<file path="src/design/clnb_pkg.sv">
// Shared types and codes of the cell-list neighbour builder.
package clnb_pkg;

    typedef enum logic [2:0] {
        STAT_ATOM_STORED = 3'd0,
        STAT_CELL_RANGE  = 3'd1,
        STAT_SITE_RANGE  = 3'd2,
        STAT_PAIR        = 3'd3,
        STAT_NO_PAIR     = 3'd4
    } status_t;

    typedef enum logic [1:0] {
        MODE_TEMPLATE = 2'd0,
        MODE_ATOM     = 2'd1,
        MODE_QUERY    = 2'd2,
        MODE_CLEAR    = 2'd3
    } mode_t;

    typedef enum logic [2:0] {
        REG_PERIODIC = 3'd0,
        REG_GRID_X   = 3'd1,
        REG_GRID_Y   = 3'd2,
        REG_GRID_Z   = 3'd3,
        REG_LEN_X    = 3'd4,
        REG_LEN_Y    = 3'd5,
        REG_LEN_Z    = 3'd6,
        REG_SITES    = 3'd7
    } reg_idx_t;

    typedef enum logic [2:0] {
        S_IDLE,
        S_DISPATCH,
        S_TRD,
        S_CI,
        S_CJ,
        S_AI,
        S_AJ,
        S_OUT
    } fsm_t;

    typedef enum logic [1:0] {
        SH_NONE,
        SH_PLUS,
        SH_MINUS
    } shift_t;

    typedef struct packed {
        logic       ok;
        logic [5:0] n;
        shift_t     sh;
    } wrap_t;

endpackage

</file>
<file path="src/design/clnb_wrap.sv">
// Neighbour cell coordinate along one axis with at most one periodic wrap.
module clnb_wrap (
    input  logic              [5:0] c,
    input  logic signed       [3:0] off,
    input  logic              [5:0] g,
    input  logic                    per,
    output clnb_pkg::wrap_t         res
);
    import clnb_pkg::*;

    logic signed [7:0] v;
    logic signed [7:0] vw;
    logic signed [7:0] gs;
    shift_t            sh;

    always_comb
    begin
        gs = $signed({2'b00, g});
        v  = $signed({2'b00, c}) + 8'(off);
        vw = v;
        sh = SH_NONE;
        if (per)
        begin
            if (v >= gs)
            begin
                vw = v - gs;
                sh = SH_PLUS;
            end
            else if (v < 8'sd0)
            begin
                vw = v + gs;
                sh = SH_MINUS;
            end
        end
        res.ok = (vw >= 8'sd0) && (vw < gs);
        res.n  = vw[5:0];
        res.sh = sh;
    end
endmodule

</file>
<file path="config.mk">
export PLATFORM = sky130hd
export DESIGN_NAME = clnb_wrap
export DESIGN_NICKNAME = d
export VERILOG_FILES = /design/src/design/clnb_pkg.sv /design/src/design/clnb_wrap.sv
export SDC_FILE = /design/constraint.sdc
export NUM_CORES = 1
export LEC_CHECK = 0
export ABC_AREA = 1
export BUFFER_PORTS_ARGS = -buffer_cell sky130_fd_sc_hd__buf_2
export CELL_PAD_IN_SITES_DETAIL_PLACEMENT = 1
export CELL_PAD_IN_SITES_GLOBAL_PLACEMENT = 2
export CORE_MARGIN = 4
export CORE_UTILIZATION = 27
export DETAILED_ROUTE_END_ITERATION = 8
export GPL_TIMING_DRIVEN = 0
export PLACE_DENSITY = 0.79
export SYNTH_ARGS = -nofsm -noshare
export SYNTH_HDL_FRONTEND = slang
export SYNTH_SLANG_ARGS = --single-unit
</file>
<file path="constraint.sdc">
create_clock -name vclk -period 5.2
set_clock_uncertainty 0.05 [all_clocks]
set_input_delay 1.04 -clock vclk [all_inputs]
set_output_delay 1.04 -clock vclk [all_outputs]
set_load 0.02 [all_outputs]
</file>
Word-level counts from Yosys, hierarchy flattened:

Index checks and enable logic that the tools add are counted.

* bits in writable memories: 0
* bits in latches: 0
* memories kept: 0
* output and inout bits: 9
* memory bits (read-only): 0
* bits in registers: 0
* logic and storage cells: 14

* muxes and demuxes: 6
* order comparisons: 4
* shifts and indexed selects: 0
* bitwise logic cells: 0
* reductions and logical operators: 1
* $add $sub $neg: 3
* equality and inequality tests: 0
* divide/modulo/power cells: 0
* multiply operators: 0

Operator list (count)
* $mux W8: 3
* $add A7 B4 Y8: 1
* $add A8 B7 Y8: 1
* $ge A8 B1 Y1 const B: 1
* $ge A8 B7 Y1: 1
* $lt A8 B1 Y1 const B: 1
* $lt A8 B7 Y1: 1
* $sub A8 B7 Y8: 1
* $mux W2: 3
* $logic_and A1 B1 Y1: 1

Logic depth before layout (Yosys ltp):

* depth in word-level cells: 7
* mapped depth: 24

Worst setup path before layout:

OpenSTA, ideal clock, no wires.

* path kind: input -> output
* start: in c[0]
* end: out res[8] in the netlist's numbering
* setup slack: -550 ps
* cell stages on the path: 22
* buffers on the path: 0
* arrival time: 4660 ps
* path through: ha_1 -> fa_1 -> nand2_1 -> nand2_1 -> and2_1 -> xor2_1 -> ha_1 -> inv_2 -> nor2_1 -> nand2_1 -> nand3_2 -> nor2_2 -> nand2_2 -> nand2_2 -> nor2_1 -> a221oi_1 -> ha_1 -> nand2_1 -> nand2_1 -> nand2_1 -> nand2_1 -> a21oi_2

RTL lines
* start: declaration: line clnb_wrap.sv:3 `input logic [5:0] c,`
* end: declaration: line clnb_wrap.sv:7 `output clnb_pkg::wrap_t res`

==> qor.csv <==
stage;metric;value;unit
finish;share of cells above drive strength 1;50.2;%
critical_path;worst-path maximum fanout;7;
pwr;Sw Ratio;57.6;%
pwr;VDD IR-drop max;0.0639;mV
critical_path;Max stage delay on crit path;0.29;ns
pwr;Clock power frac;0;%
detailed_routing;DRC Markers;0;
synth;Cell variety after synth;29;
timing;worst slew pin tran;0.344;ns
finish;# clk buffers;0;
finish;FF+latch area;0;sq um
global_routing;largest net degree at the start of global routing;9;
critical_path;CP required;4.11;ns
pwr;Net Switching;0.259;mW
timing;count of final hold-check violations;0;
pwr;pwr/cell area;245;nW/um^2
critical_path;Setup crit end kind;output pin;
synth;Mapped Nets;222;
critical_path;most numerous cell on the critical path;nand3_2;
finish;Seq cells;0;
timing;final setup fails;1;
timing;fmax;190;MHz
timing;Final min period;5.26;ns
die;Rows;23;
synth;Post-Syn Area;1130;sq um
outcome;violated checks;negative setup slack;
die;Die Y;72.8;microns
global_routing;first-pass GRT wire length;6.71;mm
die;die area;5290;sq um
placement;dpl ws;-0.363;ns
pwr;Comb power frac;100.0;%
placement;Placed Cells incl. Taps;254;
outcome;status;complete, but fails checks;
critical_path;slowest stage cell, crit path;ha_4;
timing;Worst Setup Slack, final;-0.0624;ns
finish;ant diodes;0;
finish;commonest non-fill, non-tap cell in the layout;nand2_1;
die;num ports;26;
critical_path;worst endpoint data arrival time;4.17;ns
global_routing;Total Routing Usage GR;15.7;%
job;Max Cap Viol;0;
finish;# fillers;498;
critical_path;CP Class;in -> out;
global_routing;number of global-route vias before repair;1454;
placement;HPWL after DPL;3.12;mm
synth;synthesized instance count;178;
detailed_routing;post-route antenna net violation count;0;
timing;max_slew headroom;76.8;%
die;Starting Density;28.1;%
detailed_routing;WL final;4.23;mm
detailed_routing;First-pass DRT Iterations;4;
synth;Seq/Total Area, Yosys;0;%
die;Die X;72.8;microns
placement;# port buffers;26;
finish;Finished Cell Area;1830;sq um
pwr;Int Power;0.191;mW
finish;Nets;263;
detailed_routing;DR vias;1338;
detailed_routing;wire per inst;15.8;microns
finish;fin util;45.5;%
critical_path;Worst setup SP type;input port;
synth;yosys warns;0;
synth;syn avg cell area;6.36;sq um
placement;final estimated routing congestion in global placement;0.883;
pwr;Flop pwr share;0;%
finish;most frequent cells in the layout;30 x nand2_1, 25 x inv_1, 22 x buf_2;
timing;final period utilization;101;%
detailed_routing;Vias/cell;5.01;
timing;Slew Limit Fails;0;
finish;area occupied by multi-input gates;1390;sq um
critical_path;CP Cell Sequence;clkbuf_4 > ha_4 > nand2_1 > nand2_1 > a31oi_4 > xor2_2 > inv_2 > ha_4 > nor2_4 > nand3_2 > nand3_2 > nor2_4 > nand2_4 > nand2_4 > nor2_2 > o21ai_2 > o31ai_2 > a22o_1 > ha_2 > a21boi_2 > nand3_2 > a21oi_4 > buf_6;
global_routing;initial antenna violation count;0;
critical_path;family with the most delay on the worst path;compound AO/OA/AOI/OAI gates;
die;Core Box Area;4030;sq um
timing;unrepaired setup endpoints after global routing;yes;
global_routing;grt total ovfl;0;
placement;placed inst area;1400;sq um
finish;Post-Layout Cell Count;267;
hold_path;type of the most critical hold path;in -> out;
pwr;leakage power;0.886;nW
detailed_routing;starting DRC count in detailed routing;45;
finish;Syn-to-layout area delta;62.0;%
critical_path;Buf/Inv on CP;3;
## cell families (layout without fill, tap and decap cells)
| kind of cell | Yosys count | after routing | synth area share, % |
|---|---|---|---|
| AND/OR/NAND/NOR | 81 | 81 | 34.9 |
| adder cells (fa/ha/maj) | 27 | 27 | 31.8 |
| AO/OA/AOI/OAI | 32 | 32 | 17.3 |
| buffers and inverters | 32 | 71 | 11.3 |
| XOR/XNOR | 6 | 6 | 4.64 |
## path summary, 6_finish.rpt
kind,startpoint,endpoint,slack [ns],depth (start not counted)
min,c[0],res[2],2.51,5
max,off[3],res[8],-0.06,23
## worst min-delay path: stages
cell     delay, ns
buf_6         0.07
ha_4          0.13
nand2_2       0.07
nand2_1       0.05
buf_2         0.15
## per-layer routing
layer | track usage [%] | share of wire, %
met3 | 0.275 | 1.6
met1 | 18.5 | 38
met5 | 0 | 0
met2 | 31.8 | 59
met4 | 1.84 | 1.1
## area by class of cell
| type | count | area share [%] |
|---|---|---|
| Tap cell | 50 | 3.41 |
| Multi-Input combinational cell | 146 | 75.8 |
| Timing Repair Buffer | 40 | 14.2 |
| Inverter | 31 | 6.62 |
## synth_stat cells, types with 2 or more instances
master,count,area (sq um)
nand3_1,8,40.0
inv_1,27,101
nand2_2,7,43.8
o21ai_0,7,35.0
nand3_2,6,60.1
o21ai_1,2,10.0
nand2_1,36,135
nor2_1,17,63.8
a21oi_2,2,17.5
o31ai_1,2,15.0
xor2_1,6,52.6
fa_1,3,60.1
a21oi_1,13,65.1
ha_1,24,300
inv_2,4,15.0
## metrics by stage
stage	power (mW)	hold slack (ns)	TNS [ns]
2_1_floorplan	0.239	2.20	0
4_1_cts	0.401	2.50	-0.107
3_5_place_dp	0.319	2.50	-0.363
6_report	0.450	2.51	-0.0624
5_1_grt	0.493	2.54	-0.241
3_3_place_gp	0.308	2.51	-0.323
## power groups by stage
stage	clock [mW]	sequential, mW	combinational, mW
4_1_cts	0	0	0.401
3_3_place_gp	0	0	0.308
3_5_place_dp	0	0	0.319
6_report	0	0	0.450
5_1_grt	0	0	0.493
2_1_floorplan	0	0	0.239
## what timing repair did
action,in CTS,in global routing
resized for setup,34,29
hold buffers,0,0
pin swaps,24,22
buffers inserted,13,1
endpoints found under the setup margin,1,1
Power figures use the tool's default switching activity.
